$ cat config.mk
export PLATFORM = sky130hd
export DESIGN_NAME = morse_code_keyer_top_flat
export DESIGN_NICKNAME = d
export VERILOG_FILES = /design/src/rtl/core/mck_pkg.sv /design/src/rtl/core/mck_if.sv /design/src/rtl/core/mck_sequencer.sv /design/src/rtl/core/mck_datapath.sv /design/src/rtl/core/morse_code_keyer_top.sv /design/src/flat_wrapper.sv
export SDC_FILE = /design/constraint.sdc
export NUM_CORES = 1
export LEC_CHECK = 0
export BUFFER_PORTS_ARGS = -buffer_cell sky130_fd_sc_hd__clkbuf_2
export CAP_MARGIN = 20
export CELL_PAD_IN_SITES_DETAIL_PLACEMENT = 0
export CELL_PAD_IN_SITES_GLOBAL_PLACEMENT = 1
export CORE_ASPECT_RATIO = 2
export CORE_MARGIN = 2
export CORE_UTILIZATION = 48
export CTS_BUF_LIST = sky130_fd_sc_hd__clkbuf_4
export DETAILED_ROUTE_END_ITERATION = 12
export PLACE_DENSITY_LB_ADDON = 0.1
export SLEW_MARGIN = 20
export SYNTH_ARGS = -nofsm -noshare
export SYNTH_HDL_FRONTEND = slang
export SYNTH_HIERARCHICAL = 1
export SYNTH_SLANG_ARGS = --single-unit
export TNS_END_PERCENT = 100
$ cat constraint.sdc
create_clock -name i_clk -period 6.5 [get_ports i_clk]
set_input_delay 0.325 -clock i_clk [delete_from_list [all_inputs] [get_ports i_clk]]
set_output_delay 0.325 -clock i_clk [all_outputs]
set_load 0.01 [all_outputs]
$ cat src/rtl/core/mck_pkg.sv
`default_nettype none
package mck_pkg;

    localparam int unsigned CharW = 8;
    localparam int unsigned ShownW = 7;
    localparam int unsigned DotW = 11;
    localparam int unsigned DurW = 13;
    localparam int unsigned CodeW = 6;
    localparam int unsigned LenW = 3;
    localparam logic [DotW-1:0] DotReset = 11'd60;

    typedef enum logic [2:0] {
        S_IDLE,
        S_DECODE,
        S_ON,
        S_OFF,
        S_GAP,
        S_SPACE
    } t_step;

    typedef enum logic [1:0] {
        C_IN,
        C_DEC,
        C_OUT,
        C_LOOP
    } t_cond;

    typedef enum logic [1:0] {
        D_ONE,
        D_TWO,
        D_ELEM,
        D_FOUR
    } t_dur;

    typedef enum logic [1:0] {
        K_NONE,
        K_SPACE,
        K_CODE
    } t_kind;

    typedef struct packed {
        logic  take;
        logic  emit;
        logic  key;
        t_dur  dur;
        logic  last;
        logic  adv;
        t_cond cond;
        t_step target;
    } t_uword;

    typedef struct packed {
        t_kind kind;
        logic  more;
    } t_dp_stat;

    typedef struct packed {
        t_kind             kind;
        logic [LenW-1:0]   len;
        logic [CodeW-1:0]  bits;
    } t_code;

    // control store: one word per step
    function automatic t_uword mck_ucode(input t_step s);
        t_uword w;
        w = '{take: 1'b0, emit: 1'b0, key: 1'b0, dur: D_ONE, last: 1'b0,
              adv: 1'b0, cond: C_IN, target: S_IDLE};
        case (s)
            S_IDLE: begin
                w.take = 1'b1;
                w.cond = C_IN;
                w.target = S_DECODE;
            end
            S_DECODE: begin
                w.cond = C_DEC;
                w.target = S_SPACE;
            end
            S_ON: begin
                w.emit = 1'b1;
                w.key = 1'b1;
                w.dur = D_ELEM;
                w.cond = C_OUT;
                w.target = S_OFF;
            end
            S_OFF: begin
                w.emit = 1'b1;
                w.dur = D_ONE;
                w.adv = 1'b1;
                w.cond = C_LOOP;
                w.target = S_ON;
            end
            S_GAP: begin
                w.emit = 1'b1;
                w.dur = D_TWO;
                w.last = 1'b1;
                w.cond = C_OUT;
                w.target = S_IDLE;
            end
            S_SPACE: begin
                w.emit = 1'b1;
                w.dur = D_FOUR;
                w.last = 1'b1;
                w.cond = C_OUT;
                w.target = S_IDLE;
            end
            default: begin
                w.cond = C_OUT;
                w.target = S_IDLE;
            end
        endcase
        return w;
    endfunction

    // upper-case fold, newline sent as '='
    function automatic logic [CharW-1:0] mck_fold(input logic [CharW-1:0] c);
        logic [CharW-1:0] r;
        r = c;
        if (c inside {["a":"z"]}) begin
            r = c - 8'd32;
        end else if (c == 8'h0A) begin
            r = "=";
        end
        return r;
    endfunction

    // elements left aligned, first element in the msb, 1 = dah
    function automatic t_code mck_lookup(input logic [CharW-1:0] c);
        t_code r;
        r = '{kind: K_CODE, len: 3'd0, bits: 6'b000000};
        case (c)
            "A": begin r.len = 3'd2; r.bits = 6'b010000; end
            "B": begin r.len = 3'd4; r.bits = 6'b100000; end
            "C": begin r.len = 3'd4; r.bits = 6'b101000; end
            "D": begin r.len = 3'd3; r.bits = 6'b100000; end
            "E": begin r.len = 3'd1; r.bits = 6'b000000; end
            "F": begin r.len = 3'd4; r.bits = 6'b001000; end
            "G": begin r.len = 3'd3; r.bits = 6'b110000; end
            "H": begin r.len = 3'd4; r.bits = 6'b000000; end
            "I": begin r.len = 3'd2; r.bits = 6'b000000; end
            "J": begin r.len = 3'd4; r.bits = 6'b011100; end
            "K": begin r.len = 3'd3; r.bits = 6'b101000; end
            "L": begin r.len = 3'd4; r.bits = 6'b010000; end
            "M": begin r.len = 3'd2; r.bits = 6'b110000; end
            "N": begin r.len = 3'd2; r.bits = 6'b100000; end
            "O": begin r.len = 3'd3; r.bits = 6'b111000; end
            "P": begin r.len = 3'd4; r.bits = 6'b011000; end
            "Q": begin r.len = 3'd4; r.bits = 6'b110100; end
            "R": begin r.len = 3'd3; r.bits = 6'b010000; end
            "S": begin r.len = 3'd3; r.bits = 6'b000000; end
            "T": begin r.len = 3'd1; r.bits = 6'b100000; end
            "U": begin r.len = 3'd3; r.bits = 6'b001000; end
            "V": begin r.len = 3'd4; r.bits = 6'b000100; end
            "W": begin r.len = 3'd3; r.bits = 6'b011000; end
            "X": begin r.len = 3'd4; r.bits = 6'b100100; end
            "Y": begin r.len = 3'd4; r.bits = 6'b101100; end
            "Z": begin r.len = 3'd4; r.bits = 6'b110000; end
            "1": begin r.len = 3'd5; r.bits = 6'b011110; end
            "2": begin r.len = 3'd5; r.bits = 6'b001110; end
            "3": begin r.len = 3'd5; r.bits = 6'b000110; end
            "4": begin r.len = 3'd5; r.bits = 6'b000010; end
            "5": begin r.len = 3'd5; r.bits = 6'b000000; end
            "6": begin r.len = 3'd5; r.bits = 6'b100000; end
            "7": begin r.len = 3'd5; r.bits = 6'b110000; end
            "8": begin r.len = 3'd5; r.bits = 6'b111000; end
            "9": begin r.len = 3'd5; r.bits = 6'b111100; end
            "0": begin r.len = 3'd5; r.bits = 6'b111110; end
            ".": begin r.len = 3'd6; r.bits = 6'b010101; end
            ",": begin r.len = 3'd6; r.bits = 6'b110011; end
            "?": begin r.len = 3'd6; r.bits = 6'b001100; end
            "/": begin r.len = 3'd5; r.bits = 6'b100100; end
            "-": begin r.len = 3'd6; r.bits = 6'b100001; end
            "=": begin r.len = 3'd5; r.bits = 6'b100010; end
            "!": begin r.len = 3'd6; r.bits = 6'b101011; end
            " ": r.kind = K_SPACE;
            default: r.kind = K_NONE;
        endcase
        return r;
    endfunction

endpackage
`default_nettype wire

$ cat src/rtl/core/mck_if.sv
`default_nettype none
interface mck_char_if import mck_pkg::*; ();
    logic             valid;
    logic             ready;
    logic [CharW-1:0] char_code;

    modport source (output valid, output char_code, input ready);
    modport sink (input valid, input char_code, output ready);
endinterface

interface mck_seg_if import mck_pkg::*; ();
    logic              valid;
    logic              ready;
    logic              key_down;
    logic [DurW-1:0]   duration_ms;
    logic [ShownW-1:0] shown_char;
    logic              last;

    modport source (output valid, output key_down, output duration_ms,
                    output shown_char, output last, input ready);
    modport sink (input valid, input key_down, input duration_ms,
                  input shown_char, input last, output ready);
endinterface
`default_nettype wire

$ cat src/rtl/core/mck_sequencer.sv
`default_nettype none
module mck_sequencer import mck_pkg::*; (
    input  wire logic     i_clk,
    input  wire logic     i_rst_n,
    input  wire logic     i_in_fire,
    input  wire logic     i_out_fire,
    input  wire t_dp_stat i_stat,
    output t_uword        o_uword
);

    t_step  r_step;
    t_step  n_step;
    t_uword w_uw;

    assign w_uw = mck_ucode(r_step);
    assign o_uword = w_uw;

    always_ff @(posedge i_clk) begin
        if (!i_rst_n) begin
            r_step <= S_IDLE;
        end else begin
            r_step <= n_step;
        end
    end

    always_comb begin
        n_step = r_step;
        case (w_uw.cond)
            C_IN: begin
                if (i_in_fire) n_step = w_uw.target;
            end
            C_DEC: begin
                case (i_stat.kind)
                    K_CODE:  n_step = t_step'(r_step + 3'd1);
                    K_SPACE: n_step = w_uw.target;
                    default: n_step = S_IDLE;
                endcase
            end
            C_OUT: begin
                if (i_out_fire) n_step = w_uw.target;
            end
            C_LOOP: begin
                // back to the next element, else fall through to the letter gap
                if (i_out_fire) begin
                    n_step = i_stat.more ? w_uw.target : t_step'(r_step + 3'd1);
                end
            end
            default: n_step = S_IDLE;
        endcase
    end

endmodule
`default_nettype wire

$ cat src/rtl/core/mck_datapath.sv
`default_nettype none
module mck_datapath import mck_pkg::*; (
    input  wire logic              i_clk,
    input  wire t_uword            i_uword,
    input  wire logic              i_in_fire,
    input  wire logic              i_out_fire,
    input  wire logic [CharW-1:0]  i_char_code,
    input  wire logic [DotW-1:0]   i_dot_time_ms,
    output t_dp_stat               o_stat,
    output logic                   o_key_down,
    output logic [DurW-1:0]        o_duration_ms,
    output logic [ShownW-1:0]      o_shown_char,
    output logic                   o_last
);

    logic [CharW-1:0] r_char;
    t_kind            r_kind;
    logic [LenW-1:0]  r_left;
    logic [CodeW-1:0] r_bits;
    t_code            w_code;
    logic [DurW-1:0]  w_dot;

    assign w_code = mck_lookup(r_char);

    always_ff @(posedge i_clk) begin
        if (i_in_fire) begin
            r_char <= mck_fold(i_char_code);
        end
        if (i_uword.cond == C_DEC) begin
            r_kind <= w_code.kind;
            r_left <= w_code.len;
            r_bits <= w_code.bits;
        end else if (i_out_fire && i_uword.adv) begin
            r_left <= r_left - 3'd1;
            r_bits <= {r_bits[CodeW-2:0], 1'b0};
        end
    end

    assign o_stat.kind = (i_uword.cond == C_DEC) ? w_code.kind : r_kind;
    assign o_stat.more = (r_left > 3'd1);

    // zero dot time counts as one ms
    assign w_dot = (i_dot_time_ms == '0) ? DurW'(1) : DurW'(i_dot_time_ms);

    always_comb begin
        case (i_uword.dur)
            D_ONE:   o_duration_ms = w_dot;
            D_TWO:   o_duration_ms = {w_dot[DurW-2:0], 1'b0};
            D_ELEM:  o_duration_ms = r_bits[CodeW-1] ? (w_dot + {w_dot[DurW-2:0], 1'b0})
                                                     : w_dot;
            D_FOUR:  o_duration_ms = {w_dot[DurW-3:0], 2'b00};
            default: o_duration_ms = w_dot;
        endcase
    end

    assign o_key_down = i_uword.key;
    assign o_last = i_uword.last;
    assign o_shown_char = r_char[ShownW-1:0];

endmodule
`default_nettype wire

$ cat src/rtl/core/morse_code_keyer_top.sv
`default_nettype none
// morse keyer: one text byte in on i_char, key segments out on o_seg.
// each segment carries key on/off, its length in ms, the upper-case
// character being sent and a last flag on the closing segment.
// a letter of n elements gives 2n+1 segments; a space gives one; carriage
// return and characters outside the table give none.
// a byte is taken in the idle step and decoded in the next cycle, then one
// segment is offered per cycle while the receiver does not stall, as the
// control store steps through one segment per step.
// i_char.ready is high only while the sequencer waits in its idle step.
// a stalled o_seg holds the segment steady until it is taken, unless the dot time is written meanwhile.
// reset returns the sequencer to idle and the dot time to 60 ms; the
// dot time register is written whenever i_cfg_wr_en is high, and a dot
// time of zero is sent as 1 ms.
module morse_code_keyer_top import mck_pkg::*; (
    input  wire logic            i_clk,
    input  wire logic            i_rst_n,
    input  wire logic            i_cfg_wr_en,
    input  wire logic [DotW-1:0] i_cfg_wr_data,
    mck_char_if.sink             i_char,
    mck_seg_if.source            o_seg
);

    logic [DotW-1:0] r_dot;
    t_uword          w_uw;
    t_dp_stat        w_stat;
    logic            w_in_fire;
    logic            w_out_fire;

    always_ff @(posedge i_clk) begin
        if (!i_rst_n) begin
            r_dot <= DotReset;
        end else if (i_cfg_wr_en) begin
            r_dot <= i_cfg_wr_data;
        end
    end

    assign i_char.ready = w_uw.take;
    assign o_seg.valid = w_uw.emit;
    assign w_in_fire = i_char.valid && w_uw.take;
    assign w_out_fire = w_uw.emit && o_seg.ready;

    mck_sequencer u_seq (
        .i_clk      (i_clk),
        .i_rst_n    (i_rst_n),
        .i_in_fire  (w_in_fire),
        .i_out_fire (w_out_fire),
        .i_stat     (w_stat),
        .o_uword    (w_uw)
    );

    mck_datapath u_dp (
        .i_clk         (i_clk),
        .i_uword       (w_uw),
        .i_in_fire     (w_in_fire),
        .i_out_fire    (w_out_fire),
        .i_char_code   (i_char.char_code),
        .i_dot_time_ms (r_dot),
        .o_stat        (w_stat),
        .o_key_down    (o_seg.key_down),
        .o_duration_ms (o_seg.duration_ms),
        .o_shown_char  (o_seg.shown_char),
        .o_last        (o_seg.last)
    );

    a_no_take_while_emit: assert property (@(posedge i_clk) disable iff (!i_rst_n)
        w_uw.emit |-> !w_uw.take)
        else $error("input ready while a segment is offered");

    a_decode_gap: assert property (@(posedge i_clk) disable iff (!i_rst_n)
        w_in_fire |=> !o_seg.valid)
        else $error("segment offered in the decode step");

    a_last_then_idle: assert property (@(posedge i_clk) disable iff (!i_rst_n)
        (w_out_fire && o_seg.last) |=> i_char.ready)
        else $error("not idle after the closing segment");

    a_on_then_off: assert property (@(posedge i_clk) disable iff (!i_rst_n)
        (w_out_fire && o_seg.key_down) |=> (o_seg.valid && !o_seg.key_down))
        else $error("key-down segment not followed by key-up");

endmodule
`default_nettype wire

$ cat src/flat_wrapper.sv
// flat-port wrapper written by rule: the top's interface ports become plain ports
module morse_code_keyer_top_flat import mck_pkg::*;
  (i_clk, i_rst_n, i_cfg_wr_en, i_cfg_wr_data, i_char_valid, i_char_char_code, i_char_ready, o_seg_valid, o_seg_key_down, o_seg_duration_ms, o_seg_shown_char, o_seg_last, o_seg_ready);
  mck_char_if i_char_i ();
  mck_seg_if o_seg_i ();
  input  wire logic i_clk;
  input  wire logic i_rst_n;
  input  wire logic i_cfg_wr_en;
  input  wire logic [DotW-1:0] i_cfg_wr_data;
  input wire logic [$bits(i_char_i.valid)-1:0] i_char_valid;
  input wire logic [$bits(i_char_i.char_code)-1:0] i_char_char_code;
  output wire logic [$bits(i_char_i.ready)-1:0] i_char_ready;
  output wire logic [$bits(o_seg_i.valid)-1:0] o_seg_valid;
  output wire logic [$bits(o_seg_i.key_down)-1:0] o_seg_key_down;
  output wire logic [$bits(o_seg_i.duration_ms)-1:0] o_seg_duration_ms;
  output wire logic [$bits(o_seg_i.shown_char)-1:0] o_seg_shown_char;
  output wire logic [$bits(o_seg_i.last)-1:0] o_seg_last;
  input wire logic [$bits(o_seg_i.ready)-1:0] o_seg_ready;
  assign i_char_i.valid = i_char_valid;
  assign i_char_i.char_code = i_char_char_code;
  assign i_char_ready = i_char_i.ready;
  assign o_seg_valid = o_seg_i.valid;
  assign o_seg_key_down = o_seg_i.key_down;
  assign o_seg_duration_ms = o_seg_i.duration_ms;
  assign o_seg_shown_char = o_seg_i.shown_char;
  assign o_seg_last = o_seg_i.last;
  assign o_seg_i.ready = o_seg_ready;
  morse_code_keyer_top u_core (.i_clk(i_clk), .i_rst_n(i_rst_n), .i_cfg_wr_en(i_cfg_wr_en), .i_cfg_wr_data(i_cfg_wr_data), .i_char(i_char_i), .o_seg(o_seg_i));
endmodule
==> reports/metrics.csv <==
stage;metric;value;unit
power;LEAKAGE;0.00160;µW
synth;post-synth net total;532;
setup_path;reg2reg start;u_core/u_seq/r_step[2];
setup_path;Crit Path Max Fanout;13;
clock_tree;clock root cell;clkbuf_4;
hold_path;Hold EP;u_core/u_dp/r_char[3];
global_route;first-pass GRT wire length;16800;µm
outcome;status;completed;
setup_path;critical path's largest stage delay;0.65;ns
floorplan;Rows;45;
setup_path;critical path type;register to output port;
timing;measured slew at the worst slew-check pin;0.802;ns
setup_path;critical path's slowest cell;nor2_1;
clock_tree;Clk pin slew, worst setup/hold paths;0.12;ns
setup_path;endpoint class of the critical path;output port;
floorplan;Chip Height;128;µm
placed_design;DP Worst Slack;2.70;ns
route;DR vias;3667;
power;PwrDens;332;nW/µm²
timing;RSZ-0062 raised after global routing;false;
floorplan;core box area;7540;µm²
floorplan;width of the die;66.1;µm
finish;nets@finish;549;
synth;top post-synthesis cells by area;edfxtp_1 14%, ha_1 8.8%, dfxtp_1 8.6%, mux2i_1 5.9%, nor2_1 4.7%;
finish;synth-to-layout area growth;5.87;%
global_route;gr usage total;25.6;%
clock_tree;total CTS buffers;5;
synth;Yosys reg bits;33;
timing;PnR worst setup slack;2.24;ns
route;Antenna Nets Post-Route;0;
finish;Non-Filler Instances;593;
placed_design;Detailed Place HPWL;8210;µm
synth;sequential share of the synthesized area;22.4;%
setup_path;worst-path cell chain;inv_1 > ha_1 > nor4bb_1 > nand3_1 > nor2_1 > nor2_1 > ha_1 > a21boi_1 > a221oi_1 > o21bai_1 > xor2_1 > o22ai_1 > clkbuf_2;
finish;layout cells sized above 1;15.2;%
synth;library cells used by synthesis;71;
timing;final worst path period share;65.5;%
placed_design;Placed Instances;585;
route;Avg WL per Cell;17.8;µm
clock_tree;Post-CTS Resized;0;
floorplan;die area;8490;µm²
synth;syn_area_per_cell;7.71;µm²
clock_tree;CTS tree;built;
synth;Post-synth EDFFs;17;
clock_tree;H-tree Lvls;2;
route;post-DR vias/cell;6.18;
synth;synthesized area;3710;µm²
route;routed wire length;10600;µm
placed_design;routability cong.;0.891;
route;initial DRC count;229;
global_route;largest net degree at the start of global routing;35;
timing;final slew viol count;0;
setup_path;delay-heaviest family, CP;simple AND/OR/NAND/NOR gates;
timing;relative slew slack;46.4;%
clock_tree;CTS Sinks;33;
synth;yosys warns;6;
power;Peak VDD IR;0.177;mV
floorplan;starting density of the core;49.1;%
setup_path;Buf/Inv on CP;2;
floorplan;I/O Pins;48;
finish;fillers;813;
clock_tree;clk_lat worst skew;0.36;ns
timing;Setup Skew;0.0228;ns
hold_path;Hold Crit Depth;1;
setup_path;reg2reg path depth;13;
timing;final setup TNS;0;ns
synth;area share of the largest cell type after synthesis;13.8;%
hold_path;HP Class;primary input to register;
setup_path;R2R setup slack;2.94;ns
setup_path;Required @ worst endpoint;6.17;ns
global_route;initial antenna violation count;0;
clock_tree;CTS max path bufs;2;
route;drt pass-1 iters;5;
setup_path;WP data arrival;3.93;ns
global_route;grt total ovfl;0;
synth;Post-Syn Instances;481;
timing;Period minus WS final;4.26;ns
setup_path;CP Launch Point;u_core/r_dot[9];
timing;highest clock rate;0.235;GHz
setup_path;Critical Path Start Type;register;
clock_tree;Setup Fix Bufs, Post-CTS;0;
run;total of max-cap violations;0;
hold_path;hold path start;i_char_char_code[3];
synth;Synth async-reset ratio;0;%
finish;Diodes inserted;0;
route;drc violations;0;
placed_design;# port buffers;47;
timing;Final Setup Violations;0;
setup_path;FF-to-FF End;u_core/u_seq/r_step[2];
clock_tree;hold_buf cts;0;
synth;ys flop type;edfxtp_1;
global_route;vias in the first global route;3523;
synth;Synth area leader;edfxtp_1;
timing;Hold Vio Cnt, Final;0;
## layout by cell type (no fill, tap or decap), types with 5 or more instances in the layout
cell type  synthesis  routed
edfxtp_1          17      17
clkbuf_4           0       7
nand3_1            7       7
nand2_1           38      38
dfxtp_1           16      16
and2_1             6       6
buf_4             10       5
inv_1             26      26
nor2_1            46      46
ha_1              26      26
o22ai_1           12      12
clkbuf_2           0      47
mux2i_1           22      22
nor2b_1           19      19
o21ai_1           11      11
nor4_1             5       5
a21o_1             5       5
o32ai_1            5       5
a21oi_1           32      32
o21ai_0           17      17
nor3_1            12      12
a31oi_1           17      17
xnor2_1            5       5
nand2b_1          10      10
## metrics by stage
stage | util, % | hold slack (ns) | area (µm²) | power, µW
after floorplan | - | 0.453 | 3710 | 979
after global placement | 51.3 | 0.474 | 3870 | 1160
after detailed placement | 51.3 | 0.485 | 3870 | 1170
after CTS | 52.0 | 0.157 | 3930 | 1300
after global routing | 52.0 | 0.176 | 3930 | 1390
final | 52.0 | 0.173 | 3930 | 1300
## final cells by class
cell class / instances / area (µm²) / share of cell area, %
multi-input combinational: 377 / 2530 / 64.6
sequential: 33 / 831 / 21.2
timing repair buffer: 52 / 273 / 6.95
tap: 94 / 118 / 3.00
inverter: 29 / 111 / 2.84
clock buffer: 7 / 52.6 / 1.34
clock inverter: 1 / 5.00 / 0.128
## Yosys cell counts (4+ instances only)
master,n
edfxtp_1,17
a21o_1,5
dfxtp_1,16
inv_1,26
or2_2,4
nand2_1,38
xnor2_1,5
o22ai_1,12
a2111oi_0,4
buf_4,10
nor3_1,12
mux2i_1,22
a22oi_1,4
nand3_1,7
o32ai_1,5
nor4_1,5
nand2b_1,10
nor2_1,46
xor2_1,4
o21ai_1,11
a21oi_1,32
clkbuf_1,13
a221o_1,4
a31oi_1,17
and2_1,6
nor2b_1,19
o21bai_1,4
o21ai_0,17
ha_1,26
buf_2,16
## how the worst max path moves through the flow
stage	endpoint	depth (start not counted)	slack, ns
after global routing	o_seg_duration_ms[10]	13	1.73
final	o_seg_duration_ms[10]	13	2.24
after global placement	o_seg_duration_ms[10]	13	2.83
after detailed placement	o_seg_duration_ms[10]	13	2.70
after CTS	o_seg_duration_ms[10]	13	2.27
after floorplan	o_seg_duration_ms[11]	13	3.48
## per-layer routing
layer / part of all wire [%] / vias up / GRT usage, %
li1: - / 1775 / -
met1: 34 / 1751 / 23.4
met2: 58 / 105 / 50.9
met3: 3.1 / 36 / 3.16
met4: 5.1 / 0 / 14.0
met5: 0 / - / 0
## power by group
| group | internal [µW] | total, µW | switching [µW] | leakage (µW) |
|---|---|---|---|---|
| Sequential | 291 | 334 | 43.3 | 0.000292 |
| Clock | 50.5 | 126 | 75.8 | 0.0000361 |
| Combinational | 321 | 843 | 522 | 0.00127 |
## cells by family (layout without fill, tap and decap cells)
family,after synthesis,count (layout),share of synthesized area (%)
AO/OA/AOI/OAI,147,147,26.5
XOR/XNOR,9,9,2.13
adder cells (fa/ha/maj),27,27,9.31
buffers and inverters,71,89,9.21
flip-flops,33,33,22.4
multiplexers,22,22,5.94
AND/OR/NAND/NOR,172,172,24.5
## state kept, by name, summed over array words and instances (netlist names)
name                 count
u_core/u_dp/r_left       3
u_core/r_dot            11
u_core/u_dp/r_bits       6
u_core/u_seq/r_step      3
u_core/u_dp/r_char       8
u_core/u_dp/r_kind       2
(Power assumes the default switching activity.)
